==> src/hdl/ebu_pkg.sv <==
// ebu_pkg: shared types, widths and codes for the execution breakpoint unit.
// No dependencies; compile first.
package ebu_pkg;

    localparam int MAX_ENTRIES_DEF = 16;
    localparam int MODE_W          = 3;
    localparam int ADDR_W          = 16;
    localparam int CYC_W           = 16;
    localparam int STATUS_W        = 2;
    localparam int ENTRY_COUNT_W   = 5;
    localparam int EVENT_CNT_W     = 32;
    localparam int TOTAL_W         = 64;

    // command codes
    localparam logic [MODE_W-1:0] MODE_ADD    = 3'd0;
    localparam logic [MODE_W-1:0] MODE_REMOVE = 3'd1;
    localparam logic [MODE_W-1:0] MODE_CLEAR  = 3'd2;
    localparam logic [MODE_W-1:0] MODE_CHECK  = 3'd3;
    localparam logic [MODE_W-1:0] MODE_STEP   = 3'd4;
    localparam logic [MODE_W-1:0] MODE_ACK    = 3'd5;

    // result status codes
    localparam logic [STATUS_W-1:0] ST_OK   = 2'd0;
    localparam logic [STATUS_W-1:0] ST_FULL = 2'd1;
    localparam logic [STATUS_W-1:0] ST_HIT  = 2'd2;

    typedef struct packed {
        logic [MODE_W-1:0] mode;
        logic [ADDR_W-1:0] address;
        logic [CYC_W-1:0]  cpu_cycles;
        logic [CYC_W-1:0]  hw_cycles;
    } item_t;

    // one-cycle update requests from the sequencer to the statistics block
    typedef struct packed {
        logic              hit;
        logic              step;
        logic              ack;
        logic [ADDR_W-1:0] pc;
        logic [CYC_W-1:0]  cpu_cycles;
        logic [CYC_W-1:0]  hw_cycles;
    } stats_cmd_t;

    typedef struct packed {
        logic                   break_flag;
        logic [ADDR_W-1:0]      break_address;
        logic [EVENT_CNT_W-1:0] hit_count;
        logic [EVENT_CNT_W-1:0] step_count;
        logic [TOTAL_W-1:0]     cpu_cycle_total;
        logic [TOTAL_W-1:0]     hw_cycle_total;
    } stats_t;

    typedef struct packed {
        logic [STATUS_W-1:0]      status;
        logic [ENTRY_COUNT_W-1:0] entry_count;
        stats_t                   stats;
    } result_t;

endpackage

==> src/hdl/ebu_if.sv <==
// ebu_cmd_if / ebu_rsp_if: valid/ready channels carrying one command word
// and one result word. Depends on ebu_pkg.
interface ebu_cmd_if;
    import ebu_pkg::*;

    logic              valid;
    logic              ready;
    logic [MODE_W-1:0] mode;
    logic [ADDR_W-1:0] address;
    logic [CYC_W-1:0]  cpu_cycles;
    logic [CYC_W-1:0]  hw_cycles;

    modport source (output valid, mode, address, cpu_cycles, hw_cycles, input ready);
    modport sink   (input valid, mode, address, cpu_cycles, hw_cycles, output ready);
endinterface

interface ebu_rsp_if;
    import ebu_pkg::*;

    logic                     valid;
    logic                     ready;
    logic [STATUS_W-1:0]      status;
    logic                     break_flag;
    logic [ADDR_W-1:0]        break_address;
    logic [ENTRY_COUNT_W-1:0] entry_count;
    logic [EVENT_CNT_W-1:0]   hit_count;
    logic [EVENT_CNT_W-1:0]   step_count;
    logic [TOTAL_W-1:0]       cpu_cycle_total;
    logic [TOTAL_W-1:0]       hw_cycle_total;

    modport source (output valid, status, break_flag, break_address, entry_count,
                    hit_count, step_count, cpu_cycle_total, hw_cycle_total,
                    input ready);
    modport sink   (input valid, status, break_flag, break_address, entry_count,
                    hit_count, step_count, cpu_cycle_total, hw_cycle_total,
                    output ready);
endinterface

==> src/hdl/execution_breakpoint_unit.sv <==
// Execution breakpoint unit: one command word in, one result word out.
// Add, remove and check walk the table entry by entry through the single
// comparator and the one-read/one-write table port; a matching remove then
// moves the later entries down. Clear, step, ack and unused modes skip the walk.
// A new command is taken only after the result of the last one goes to the output
// register. rst_n is asynchronous, active low: table empty, break state and counters cleared.
module execution_breakpoint_unit #(
    parameter int MAX_ENTRIES = ebu_pkg::MAX_ENTRIES_DEF
) (
    input logic       clk,
    input logic       rst_n,
    ebu_cmd_if.sink   cmd,
    ebu_rsp_if.source rsp
);
    import ebu_pkg::*;

    localparam int CNT_W = $clog2(MAX_ENTRIES + 1);
    localparam int IDX_W = (MAX_ENTRIES > 1) ? $clog2(MAX_ENTRIES) : 1;

    item_t               cmd_item;
    logic                seq_idle;
    logic                seq_report;
    logic [STATUS_W-1:0] seq_status;
    logic [CNT_W-1:0]    seq_count;
    logic                out_free;
    logic                cmd_accept;

    logic              mem_we;
    logic [IDX_W-1:0]  mem_waddr;
    logic [ADDR_W-1:0] mem_wdata;
    logic              mem_re;
    logic [IDX_W-1:0]  mem_raddr;
    logic [ADDR_W-1:0] mem_rdata;

    stats_cmd_t stats_cmd;
    stats_t     stats;

    // entry count is reported masked to the 5-bit field
    logic [CNT_W+ENTRY_COUNT_W-1:0] count_wide;

    result_t rsp_reg;
    logic    rsp_valid_reg;

    // ---------------------------------------------------------------
    // Command side: one word in flight, taken only while the
    // sequencer is idle.
    // ---------------------------------------------------------------
    assign cmd_item.mode       = cmd.mode;
    assign cmd_item.address    = cmd.address;
    assign cmd_item.cpu_cycles = cmd.cpu_cycles;
    assign cmd_item.hw_cycles  = cmd.hw_cycles;

    assign cmd.ready  = seq_idle;
    assign cmd_accept = cmd.valid && seq_idle;

    // ---------------------------------------------------------------
    // Result side: output register; the sequencer may hand over a new
    // word when it is empty or being drained this cycle.
    // ---------------------------------------------------------------
    assign out_free = !rsp_valid_reg || rsp.ready;

    ebu_seq #(
        .MAX_ENTRIES(MAX_ENTRIES)
    ) u_seq (
        .clk       (clk),
        .rst_n     (rst_n),
        .start     (cmd_accept),
        .item      (cmd_item),
        .out_free  (out_free),
        .idle      (seq_idle),
        .report    (seq_report),
        .status    (seq_status),
        .count     (seq_count),
        .mem_we    (mem_we),
        .mem_waddr (mem_waddr),
        .mem_wdata (mem_wdata),
        .mem_re    (mem_re),
        .mem_raddr (mem_raddr),
        .mem_rdata (mem_rdata),
        .stats_cmd (stats_cmd)
    );

    // Breakpoint table storage
    ebu_bp_mem #(
        .MAX_ENTRIES(MAX_ENTRIES)
    ) u_bp_mem (
        .clk   (clk),
        .we    (mem_we),
        .waddr (mem_waddr),
        .wdata (mem_wdata),
        .re    (mem_re),
        .raddr (mem_raddr),
        .rdata (mem_rdata)
    );

    // Break latch and counters; updated in S_APPLY, before the result register captures them
    ebu_stats u_stats (
        .clk   (clk),
        .rst_n (rst_n),
        .cmd   (stats_cmd),
        .stats (stats)
    );

    assign count_wide = {{ENTRY_COUNT_W{1'b0}}, seq_count};

    always_ff @(posedge clk or negedge rst_n)
    begin
        if (!rst_n)
        begin
            rsp_valid_reg <= 1'b0;
        end
        else if (seq_report)
        begin
            rsp_valid_reg <= 1'b1;
        end
        else if (rsp.ready)
        begin
            rsp_valid_reg <= 1'b0;
        end
    end

    always_ff @(posedge clk)
    begin
        if (seq_report)
        begin
            rsp_reg.status      <= seq_status;
            rsp_reg.entry_count <= count_wide[ENTRY_COUNT_W-1:0];
            rsp_reg.stats       <= stats;
        end
    end

    assign rsp.valid           = rsp_valid_reg;
    assign rsp.status          = rsp_reg.status;
    assign rsp.break_flag      = rsp_reg.stats.break_flag;
    assign rsp.break_address   = rsp_reg.stats.break_address;
    assign rsp.entry_count     = rsp_reg.entry_count;
    assign rsp.hit_count       = rsp_reg.stats.hit_count;
    assign rsp.step_count      = rsp_reg.stats.step_count;
    assign rsp.cpu_cycle_total = rsp_reg.stats.cpu_cycle_total;
    assign rsp.hw_cycle_total  = rsp_reg.stats.hw_cycle_total;

endmodule

==> src/hdl/ebu_bp_mem.sv <==
// ebu_bp_mem: breakpoint address table, one write and one registered read port.
// Depends on ebu_pkg.
module ebu_bp_mem #(
    parameter int MAX_ENTRIES = ebu_pkg::MAX_ENTRIES_DEF,
    localparam int IDX_W = (MAX_ENTRIES > 1) ? $clog2(MAX_ENTRIES) : 1
) (
    input  logic                      clk,
    input  logic                      we,
    input  logic [IDX_W-1:0]          waddr,
    input  logic [ebu_pkg::ADDR_W-1:0] wdata,
    input  logic                      re,
    input  logic [IDX_W-1:0]          raddr,
    output logic [ebu_pkg::ADDR_W-1:0] rdata
);
    import ebu_pkg::*;

    logic [ADDR_W-1:0] mem_reg [MAX_ENTRIES];
    logic [ADDR_W-1:0] rdata_reg;

    // contents undefined until written; only entries below the count are read
    always_ff @(posedge clk)
    begin
        if (we)
        begin
            mem_reg[waddr] <= wdata;
        end
    end

    always_ff @(posedge clk)
    begin
        if (re)
        begin
            rdata_reg <= mem_reg[raddr];
        end
    end

    assign rdata = rdata_reg;

endmodule

==> src/hdl/ebu_stats.sv <==
// ebu_stats: break latch, break PC and wrapping event/cycle counters.
// Depends on ebu_pkg.
module ebu_stats (
    input  logic                clk,
    input  logic                rst_n,
    input  ebu_pkg::stats_cmd_t cmd,
    output ebu_pkg::stats_t     stats
);
    import ebu_pkg::*;

    stats_t stats_reg;
    stats_t stats_next;

    always_comb
    begin
        stats_next = stats_reg;
        if (cmd.hit)
        begin
            stats_next.break_flag    = 1'b1;
            stats_next.break_address = cmd.pc;
            stats_next.hit_count     = stats_reg.hit_count + EVENT_CNT_W'(1);
        end
        if (cmd.step)
        begin
            stats_next.step_count      = stats_reg.step_count + EVENT_CNT_W'(1);
            stats_next.cpu_cycle_total = stats_reg.cpu_cycle_total
                                       + TOTAL_W'(cmd.cpu_cycles);
            stats_next.hw_cycle_total  = stats_reg.hw_cycle_total
                                       + TOTAL_W'(cmd.hw_cycles);
        end
        if (cmd.ack)
        begin
            stats_next.break_flag = 1'b0;
        end
    end

    always_ff @(posedge clk or negedge rst_n)
    begin
        if (!rst_n)
        begin
            stats_reg <= '0;
        end
        else
        begin
            stats_reg <= stats_next;
        end
    end

    assign stats = stats_reg;

endmodule

==> src/hdl/ebu_seq.sv <==
// ebu_seq: command sequencer; walks the table through one shared comparator,
// compacts it on remove and drives the statistics updates. Depends on ebu_pkg.
module ebu_seq #(
    parameter int MAX_ENTRIES = ebu_pkg::MAX_ENTRIES_DEF,
    localparam int CNT_W = $clog2(MAX_ENTRIES + 1),
    localparam int IDX_W = (MAX_ENTRIES > 1) ? $clog2(MAX_ENTRIES) : 1
) (
    input  logic                         clk,
    input  logic                         rst_n,
    input  logic                         start,
    input  ebu_pkg::item_t               item,
    input  logic                         out_free,
    output logic                         idle,
    output logic                         report,
    output logic [ebu_pkg::STATUS_W-1:0] status,
    output logic [CNT_W-1:0]             count,
    output logic                         mem_we,
    output logic [IDX_W-1:0]             mem_waddr,
    output logic [ebu_pkg::ADDR_W-1:0]   mem_wdata,
    output logic                         mem_re,
    output logic [IDX_W-1:0]             mem_raddr,
    input  logic [ebu_pkg::ADDR_W-1:0]   mem_rdata,
    output ebu_pkg::stats_cmd_t          stats_cmd
);
    import ebu_pkg::*;

    typedef enum logic [6:0] {
        S_IDLE   = 7'b0000001,
        S_SEARCH = 7'b0000010,
        S_CMP    = 7'b0000100,
        S_SHIFT  = 7'b0001000,
        S_MOVE   = 7'b0010000,
        S_APPLY  = 7'b0100000,
        S_REPORT = 7'b1000000
    } state_t;

    localparam logic [CNT_W-1:0] MAX_CNT = CNT_W'(MAX_ENTRIES);

    state_t              state_reg, state_next;
    item_t               item_reg, item_next;
    logic [CNT_W-1:0]    idx_reg, idx_next;
    logic [CNT_W-1:0]    count_reg, count_next;
    logic                found_reg, found_next;
    logic [STATUS_W-1:0] status_reg, status_next;
    logic [CNT_W:0]      idx_plus;
    logic [CNT_W:0]      count_ext;

    assign idx_plus  = {1'b0, idx_reg} + (CNT_W + 1)'(1);
    assign count_ext = {1'b0, count_reg};

    always_comb
    begin
        state_next  = state_reg;
        item_next   = item_reg;
        idx_next    = idx_reg;
        count_next  = count_reg;
        found_next  = found_reg;
        status_next = status_reg;
        mem_we      = 1'b0;
        mem_waddr   = idx_reg[IDX_W-1:0];
        mem_wdata   = mem_rdata;
        mem_re      = 1'b0;
        mem_raddr   = idx_reg[IDX_W-1:0];
        stats_cmd   = '0;
        stats_cmd.pc         = item_reg.address;
        stats_cmd.cpu_cycles = item_reg.cpu_cycles;
        stats_cmd.hw_cycles  = item_reg.hw_cycles;
        report      = 1'b0;

        unique case (state_reg)
            S_IDLE:
            begin
                if (start)
                begin
                    item_next   = item;
                    idx_next    = '0;
                    found_next  = 1'b0;
                    status_next = ST_OK;
                    if (item.mode == MODE_ADD || item.mode == MODE_REMOVE
                        || item.mode == MODE_CHECK)
                    begin
                        state_next = S_SEARCH;
                    end
                    else
                    begin
                        state_next = S_APPLY;
                    end
                end
            end
            S_SEARCH:
            begin
                if (idx_reg == count_reg)
                begin
                    state_next = S_APPLY;
                end
                else
                begin
                    mem_re     = 1'b1;
                    state_next = S_CMP;
                end
            end
            S_CMP:
            begin
                if (mem_rdata == item_reg.address)
                begin
                    found_next = 1'b1;
                    state_next = (item_reg.mode == MODE_REMOVE) ? S_SHIFT : S_APPLY;
                end
                else
                begin
                    idx_next   = idx_plus[CNT_W-1:0];
                    state_next = S_SEARCH;
                end
            end
            S_SHIFT:
            begin
                // pull entry idx+1 down into idx while one remains behind
                if (idx_plus < count_ext)
                begin
                    mem_re     = 1'b1;
                    mem_raddr  = idx_plus[IDX_W-1:0];
                    state_next = S_MOVE;
                end
                else
                begin
                    state_next = S_APPLY;
                end
            end
            S_MOVE:
            begin
                mem_we     = 1'b1;
                idx_next   = idx_plus[CNT_W-1:0];
                state_next = S_SHIFT;
            end
            S_APPLY:
            begin
                case (item_reg.mode)
                    MODE_ADD:
                    begin
                        if (!found_reg)
                        begin
                            if (count_reg >= MAX_CNT)
                            begin
                                status_next = ST_FULL;
                            end
                            else
                            begin
                                mem_we     = 1'b1;
                                mem_waddr  = count_reg[IDX_W-1:0];
                                mem_wdata  = item_reg.address;
                                count_next = count_reg + CNT_W'(1);
                            end
                        end
                    end
                    MODE_REMOVE:
                    begin
                        if (found_reg)
                        begin
                            count_next = count_reg - CNT_W'(1);
                        end
                    end
                    MODE_CLEAR:
                    begin
                        count_next = '0;
                    end
                    MODE_CHECK:
                    begin
                        if (found_reg)
                        begin
                            status_next   = ST_HIT;
                            stats_cmd.hit = 1'b1;
                        end
                    end
                    MODE_STEP:
                    begin
                        stats_cmd.step = 1'b1;
                    end
                    MODE_ACK:
                    begin
                        stats_cmd.ack = 1'b1;
                    end
                    default:
                    begin
                    end
                endcase
                state_next = S_REPORT;
            end
            S_REPORT:
            begin
                if (out_free)
                begin
                    report     = 1'b1;
                    state_next = S_IDLE;
                end
            end
            default:
            begin
                state_next = S_IDLE;
            end
        endcase
    end

    always_ff @(posedge clk or negedge rst_n)
    begin
        if (!rst_n)
        begin
            state_reg <= S_IDLE;
            count_reg <= '0;
        end
        else
        begin
            state_reg <= state_next;
            count_reg <= count_next;
        end
    end

    always_ff @(posedge clk)
    begin
        item_reg   <= item_next;
        idx_reg    <= idx_next;
        found_reg  <= found_next;
        status_reg <= status_next;
    end

    assign idle   = (state_reg == S_IDLE);
    assign status = status_reg;
    assign count  = count_reg;

endmodule

==> src/flat_wrapper.sv <==
// flat-port wrapper written by rule: the top's interface ports become plain ports
module execution_breakpoint_unit_flat import ebu_pkg::*;
#(
    parameter int MAX_ENTRIES = ebu_pkg::MAX_ENTRIES_DEF
)
  (clk, rst_n, cmd_valid, cmd_mode, cmd_address, cmd_cpu_cycles, cmd_hw_cycles, cmd_ready, rsp_valid, rsp_status, rsp_break_flag, rsp_break_address, rsp_entry_count, rsp_hit_count, rsp_step_count, rsp_cpu_cycle_total, rsp_hw_cycle_total, rsp_ready);
  ebu_cmd_if cmd_i ();
  ebu_rsp_if rsp_i ();
  input logic clk;
  input logic rst_n;
  input wire logic [$bits(cmd_i.valid)-1:0] cmd_valid;
  input wire logic [$bits(cmd_i.mode)-1:0] cmd_mode;
  input wire logic [$bits(cmd_i.address)-1:0] cmd_address;
  input wire logic [$bits(cmd_i.cpu_cycles)-1:0] cmd_cpu_cycles;
  input wire logic [$bits(cmd_i.hw_cycles)-1:0] cmd_hw_cycles;
  output wire logic [$bits(cmd_i.ready)-1:0] cmd_ready;
  output wire logic [$bits(rsp_i.valid)-1:0] rsp_valid;
  output wire logic [$bits(rsp_i.status)-1:0] rsp_status;
  output wire logic [$bits(rsp_i.break_flag)-1:0] rsp_break_flag;
  output wire logic [$bits(rsp_i.break_address)-1:0] rsp_break_address;
  output wire logic [$bits(rsp_i.entry_count)-1:0] rsp_entry_count;
  output wire logic [$bits(rsp_i.hit_count)-1:0] rsp_hit_count;
  output wire logic [$bits(rsp_i.step_count)-1:0] rsp_step_count;
  output wire logic [$bits(rsp_i.cpu_cycle_total)-1:0] rsp_cpu_cycle_total;
  output wire logic [$bits(rsp_i.hw_cycle_total)-1:0] rsp_hw_cycle_total;
  input wire logic [$bits(rsp_i.ready)-1:0] rsp_ready;
  assign cmd_i.valid = cmd_valid;
  assign cmd_i.mode = cmd_mode;
  assign cmd_i.address = cmd_address;
  assign cmd_i.cpu_cycles = cmd_cpu_cycles;
  assign cmd_i.hw_cycles = cmd_hw_cycles;
  assign cmd_ready = cmd_i.ready;
  assign rsp_valid = rsp_i.valid;
  assign rsp_status = rsp_i.status;
  assign rsp_break_flag = rsp_i.break_flag;
  assign rsp_break_address = rsp_i.break_address;
  assign rsp_entry_count = rsp_i.entry_count;
  assign rsp_hit_count = rsp_i.hit_count;
  assign rsp_step_count = rsp_i.step_count;
  assign rsp_cpu_cycle_total = rsp_i.cpu_cycle_total;
  assign rsp_hw_cycle_total = rsp_i.hw_cycle_total;
  assign rsp_i.ready = rsp_ready;
  execution_breakpoint_unit #(.MAX_ENTRIES(MAX_ENTRIES)) u_core (.clk(clk), .rst_n(rst_n), .cmd(cmd_i), .rsp(rsp_i));
endmodule
==> config.mk <==
export PLATFORM = sky130hd
export DESIGN_NAME = execution_breakpoint_unit_flat
export DESIGN_NICKNAME = d
export VERILOG_FILES = /design/src/hdl/ebu_pkg.sv /design/src/hdl/ebu_if.sv /design/src/hdl/execution_breakpoint_unit.sv /design/src/hdl/ebu_bp_mem.sv /design/src/hdl/ebu_stats.sv /design/src/hdl/ebu_seq.sv /design/src/flat_wrapper.sv
export SDC_FILE = /design/constraint.sdc
export NUM_CORES = 1
export LEC_CHECK = 0
export BUFFER_PORTS_ARGS = -buffer_cell sky130_fd_sc_hd__buf_2
export CORE_UTILIZATION = 62
export CTS_BUF_LIST = sky130_fd_sc_hd__clkbuf_2
export CTS_CLUSTER_SIZE = 40
export DETAILED_ROUTE_END_ITERATION = 8
export PLACE_DENSITY = 0.86
export SLEW_MARGIN = 20
export SYNTH_ARGS = -nofsm -noshare
export SYNTH_HDL_FRONTEND = slang
export SYNTH_HIERARCHICAL = 1
export SYNTH_SLANG_ARGS = --single-unit
==> constraint.sdc <==
create_clock -name clk -period 13.3 [get_ports clk]
set_input_delay 1.33 -clock clk [delete_from_list [all_inputs] [get_ports clk]]
set_output_delay 1.33 -clock clk [all_outputs]
set_load 0.02 [all_outputs]
* Word-level counts from Yosys, hierarchy flattened
Memory sizes are Yosys's and may differ from the RTL's. A register that Yosys moved wholly into a read port is not among the register bits. Cells that the tools add are included.
Word-level totals: logic and storage cells 134, RAM bits 256, output and inout port bits 218, register bits after elaboration 497, input bits 55, memories kept 1
Memory list:
- u_core.u_bp_mem.mem_reg | words 16, bits a word 16, read ports 1, clocked after Yosys merged registers in 1, write ports 1, line ebu_bp_mem.sv:17 | logic [ADDR_W-1:0] mem_reg [MAX_ENTRIES];
Operators by class: add/sub/neg operators 7, magnitude comparators 2, equal/unequal tests 27, muxes and demuxes 54, reduce and logical (&&, ||, !) cells 19
Operator list (number):
- adder 64 x 16 -> 64 bit | 2
- adder 32 x 1 -> 32 bit (second input constant) | 2
- two-way mux 16 bit | 4
- two-way mux 49 bit | 1
- case mux 7 bit (7 select lines) | 1
- two-way mux 6 bit | 5
- case mux 5 bit (3 select lines) | 2
- two-way mux 5 bit | 5
- two-way mux 4 bit | 6
- two-way mux 1 bit | 18
- equality test 16 bit | 1
- two-way mux 7 bit | 2
- inequality test 2 bit (second input constant) | 6
- equality test 3 x 2 -> 1 bit (second input constant) | 3
- inequality test 3 bit (second input constant) | 3
- two-way mux 2 bit | 4
- case mux 2 bit (2 select lines) | 2
- nonzero test 2 bit | 4
- equality test 7 x 1 -> 1 bit (second input constant) | 1
- equality test 7 x 2 -> 1 bit (second input constant) | 1
- equality test 7 x 3 -> 1 bit (second input constant) | 1
- equality test 7 x 4 -> 1 bit (second input constant) | 1
- equality test 7 x 5 -> 1 bit (second input constant) | 1
- equality test 7 x 6 -> 1 bit (second input constant) | 1
- other kinds (22) | 32

* Longest topological paths before layout
depth after elaboration 7, depth in mapped cells 15, depth with buffers taken out 12

* Hierarchy
The synthesis kept the hierarchy.
Modules (own cells, without submodules):
- ebu_stats | cells each 985, seq. area each 5230.0 um^2, area each 10606.4 um^2, times used 1
- ebu_bp_mem | cells each 432, seq. area each 8167.8 um^2, area each 10202.3 um^2, times used 1
- execution_breakpoint_unit | cells each 220, seq. area each 6511.2 um^2, area each 6540.0 um^2, times used 1
- ebu_seq | cells each 326, seq. area each 2073.2 um^2, area each 3891.2 um^2, times used 1

* Worst setup path after synthesis
OpenSTA, ideal clock, no wires.
path type input port to flip-flop, start in rsp_ready, end reg u_core.rsp_valid_reg, in the netlist u_core/rsp.valid, required time 13172 ps, buffers on the path 0, path slack 1705 ps, stages on the path 4, data arrival time 11467 ps, path through nand2b_4 > inv_1 > nor2_1 > nand2b_2
On the way: cells in the longest elaborated chain, start to end 4, elaborated cells between the ends (all ways) 5
Ends and longest elaborated chain:
- start, declared | line flat_wrapper.sv:26 | input wire logic [$bits(rsp_i.ready)-1:0] rsp_ready;
- logical OR 1 bit * | line execution_breakpoint_unit.sv:60 | assign out_free = !rsp_valid_reg || rsp.ready;
- two-way mux 1 bit * | line ebu_seq.sv:190 | if (out_free)
- two-way mux 1 bit * | line ebu_seq.sv:70 | unique case (state_reg)
- named net u_core.seq_report | line execution_breakpoint_unit.sv:22 | logic seq_report;
- two-way mux 1 bit or nonzero test 2 bit (tied branches)
- end signal, assigned | line execution_breakpoint_unit.sv:110 | rsp_valid_reg <= 1'b0;
- end signal, assigned | line execution_breakpoint_unit.sv:114 | rsp_valid_reg <= 1'b1;
- end signal, assigned | line execution_breakpoint_unit.sv:118 | rsp_valid_reg <= 1'b0;
- end, declared | line execution_breakpoint_unit.sv:42 | logic rsp_valid_reg;
The timed path passes the listed nets; every way through them passes the cells marked *. A chain may end at the register's enable or synchronous reset.

* Final worst setup path
start reg u_core.u_seq.idx_reg[0], end reg u_core.u_bp_mem.rdata_reg[6], in the netlist u_core/u_bp_mem/rdata[6], read port of u_core.u_bp_mem.mem_reg, data pin
On the way: cells in the longest elaborated chain, start to end 4, elaborated cells between the ends (all ways) 8
Ends and longest elaborated chain:
- start, declared | line ebu_seq.sv:41 | logic [CNT_W-1:0] idx_reg, idx_next;
- start signal, assigned | line ebu_seq.sv:220 | idx_reg <= idx_next;
- adder 5 x 1 -> 6 bit | line ebu_seq.sv:48 | assign idx_plus = {1'b0, idx_reg} + (CNT_W + 1)'(1);
- named net u_core.u_seq.idx_plus[1] | line ebu_seq.sv:45 | logic [CNT_W:0] idx_plus;
- less-than comparator 6 x 5 -> 1 bit | line ebu_seq.sv:118 | if (idx_plus < count_ext)
- two-way mux 4 bit | line ebu_seq.sv:118
- two-way mux 4 bit | line ebu_seq.sv:70
- named net u_core.mem_raddr[0] | line execution_breakpoint_unit.sv:32 | logic [IDX_W-1:0] mem_raddr;
- end, declared | line ebu_bp_mem.sv:18 | logic [ADDR_W-1:0] rdata_reg;
The timed path passes the listed nets, and every way through them passes these cells.

==> metrics.sh <==
WL_PER_CELL_UM=21.2
SYNTHDOMINANTCELLAREASHARE_PCT=52.6
TOTAL_ROUTING_RESOURCE_UTILIZATION_AFTER_GLOBAL_ROUTING_PCT=26.9
LEAKAGEPOWER_uW=0.0136
SYNTH_SEQ_AREA_SHARE_PCT=70.4
DP_WORST_SETUP_SLACK_PS=8120
CTS_BUFFER_DEPTH=3
POST_ROUTE_SETUP_TNS_PS=0
GRT_OVERFLOW=0
CLK_ROOT_BUFFER_CELL='clkbuf_2'
WORST_SLACK_PS=8200
HOLDWS_PS=203
SYNTH_CELL_TYPES=85
REG2REG_SETUP_SLACK_PS=8200
NETS=2436
SYNTH_ENABLE_FLOP_CELLS=547
TOTALWIRELENGTH_UM=66800
PLACE.DETAILED.INSTANCES=2819
GRT_MAX_DEGREE=87
DIEHEIGHT_UM=226
SYN-CELL-AREA_SQ_MM=0.0312
POST_SYNTHESIS_CELL_COUNT=1963
POST_CTS_RESIZE_COUNT=0
MAXIMUM_FANOUT_ALONG_THE_WORST_PATH=56
TIMING_WORST_SLEW_PIN_VALUE_PS=1230
DETAIL_ROUTE.VIAS_PER_CELL=5.84
CTS_INSERTED_BUFFERS=177
CLKTRANSATPATHREGS_PS=120
DETAIL_ROUTE_ANTENNA_NETS=0
TYPE_OF_THE_SETUP_PATH_WITH_THE_LEAST_SLACK='reg2reg'
CTS_SETUP_BUFFERS=0
MAX-SLEW-MARGIN-REL_PCT=17.9
SORT_OF_ELEMENT_AT_THE_START_OF_THE_CRITICAL_PATH='flop'
DETAILEDROUTE.FIRSTPASSITERATIONCOUNT=5
TIMING.CLOCK.SKEW_PS=85.1
FINAL-INSTANCE-COUNT-EXCL-FILL=3147
REG2REG_FROM='u_core/u_seq/idx_reg[0]'
MAX_FREQ_MHz=196
CRITPATHCAPTURE='u_core/u_bp_mem/rdata[6]'
NUMBER_OF_ANTENNA_VIOLATIONS_AT_THE_FIRST_CHECK_IN_GLOBAL_ROUTING=4
DRC=0
FIRST_GLOBAL_VIAS=18800
NUM_VIAS=18400
HPWLAFTERDP_UM=44000
DIE_W_UM=226
SYNTHFLOPTYPE='edfxtp_1'
TRITONCTS_NUM_SINKS=769
OUTCOME='completed'
REPORT.FINAL.HOLD_VIOL_COUNT=0
FLOORPLAN.DIE_AREA_SQ_MM=0.0513
CLOCK_INSERTION_DELAY_WORST_SKEW_PS=1320
NUM_IO_PINS=273
P_TOTAL_uW=5200
HP-CLASS='in2reg'
YOSYSWARNINGS=6
LAYOUT-AREA-OVERHEAD-VS-SYNTH_PCT=10.9
STD_CELL_ROWS=81
REPORT.FINAL.SETUP_VIOL=0
CRITPATHLAUNCH='u_core/u_seq/idx_reg[0]'
GLOBALPLACE.CONGESTION=0.892
PLACEABLECOREAREA_SQ_MM=0.0494
LARGEST_REG_FLOPS=256
WORSTPATHREQUIRED_PS=14320
PEAKVDDDROP_mV=0.0768
FINAL_MAX_SLEW_VIOL_COUNT=0
CELLPOWERDENSITY_mW_PER_MM2=150
CTS_TREE='built'
GLOBAL_ROUTE_WIRE_LENGTH_BEFORE_REPAIR_UM=103000
RSZ0062_AT_GRT='no'
CTSHTREEMAXLEVEL=4
NET_COUNT_AFTER_SYNTHESIS=2064
R2R.WORST_PATH.CELLS=10
FIN_CRIT_SH_PCT=38.3
CRIT_PATH_END_KIND='flop'
WORST_R2R_ENDPOINT='u_core/u_bp_mem/rdata[6]'
DR.FIRST_ITER.DRC_COUNT=1618
FINAL.MIN_CLOCK_PERIOD_PS=5100
IO_BUFFERS=272
YOSYS_REGISTER_BITS=769
TIMING.HOLD.WORST_PATH_DEPTH=1
INITIAL_CORE_UTIL_PCT=63.3
SYNTH_TOP_CELL_BY_AREA='edfxtp_1'
ASYNC_SET_OR_RESET_REGISTER_RATIO_AFTER_SYNTHESIS_PCT=28.9
DRIVE_GT1_SHARE_PCT=29.5
AVGSYNTHCELLAREA_SQ_UM=15.9
SYNTH_AREA_LEADERS='edfxtp_1 53%, dfrtp_1 18%, mux4_2 3.9%'
ARRIVAL_PS=6120
TIMING.MAX_CAP.VIOLATIONS=0
[critical path: stages (launching register included)]
cell and delay, ps:
edfxtp_1 520, ha_1 370, ha_1 280, nor2b_1 140, o2111a_1 250, nand4bb_1 500
xnor2_2 760, buf_4 930, mux4_1 660, a22oi_1 310, nand2_1 80
[worst min path at each step]
stage,startpoint,end,slack (ps)
floorplan,u_core/u_seq/status[0],u_core/rsp.status[0],400
global placement,u_core/u_seq/status[1],u_core/rsp.status[1],400
detailed placement,u_core/u_seq/status[1],u_core/rsp.status[1],420
CTS,cmd_cpu_cycles[5],u_core/u_seq/stats_cmd[21],10
global route,cmd_address[2],u_core/u_seq/stats_cmd[34],50
finish,cmd_address[2],u_core/u_seq/stats_cmd[34],200
[cell type report]
cell class,instances,area [sq um]
flip-flops and latches,769,22000
fillers,3108,14700
multi-input cells,1053,8510
repair buffers,299,1580
clock buffers,268,1340
well taps,664,831
clock inverters,55,268
inverters,35,131
diodes,4,10.0
[through the flow]
step	util [%]	cell area [sq um]
after global placement	66.9	33000
after CTS	70.2	34600
after detailed placement	66.9	33000
final	70.2	34700
after global routing	70.2	34600
after floorplan	-	31200
[timing repair]
item | in CTS | in global routing
hold endpoints to repair | 77 | 0
hold buffers | 1 | 0
setup endpoints to repair | 0 | 0
[layout by cell type (no fill, tap or decap), drive strengths merged, types with 4 or more instances in the layout]
cell type / Yosys / final
nor3: 37 / 37
a31oi: 6 / 6
buf: 80 / 298
clkinv: 1 / 53
o21ai: 31 / 31
or2: 6 / 6
nand4: 46 / 46
ha: 43 / 43
and2: 14 / 14
inv: 34 / 35
and3: 50 / 50
xor2: 75 / 75
nor4: 16 / 16
mux4: 64 / 64
a22oi: 32 / 32
edfxtp: 547 / 547
o21a: 6 / 6
clkbuf: 26 / 268
and4: 13 / 13
diode: 0 / 4
dfrtp: 221 / 221
a21o: 11 / 11
nor2: 82 / 82
nand2b: 11 / 11
o31ai: 4 / 4
a21oi: 43 / 43
xnor2: 133 / 133
nor2b: 15 / 15
o211ai: 5 / 5
mux2: 58 / 58
nand3: 80 / 80
nand2: 121 / 121
[power breakdown]
part	internal [uW]	switching, uW	leakage [uW]
combinational	354	538	0.00455
clock	574	886	0.00124
sequential	2750	103	0.00778
total	3670	1530	0.0136
[layer usage]
layer	vias up	track usage, %	share of wire, %
met5	-	0	0.016
met4	2	10.6	2.6
met3	119	7.08	7.9
met2	892	45.3	52
met1	9153	33.2	38
li1	8207	-	-
[cells in the mapped netlist (all sizes together), types with 4 or more instances]
cell and number:
nor4 16, xnor2 133, or2 6, nor2 82, nand2b 11, o21a 6, nor2b 15, dfrtp 221
inv 34, and4 13, and2 14, nor3 37, nand4 46, a22oi 32, a31oi 6, o21ai 31
a21o 11, ha 43, clkbuf 26, a21oi 43, and3 50, nand2 121, buf 80, nand3 80
mux4 64, o31ai 4, o211ai 5, edfxtp 547, mux2 58, xor2 75
[logic make-up after synthesis]
group	count (synthesis)	synth area share, %
DFF	769	70.4
and+or+nand+nor	510	8.69
xor gates and xnor gates	208	5.83
AOI/OAI and AO/OA	166	3.58
buffers and inverters	141	2.63
muxes	123	6.99
adders and majority gates	46	1.91
(Power assumes the default switching activity.)
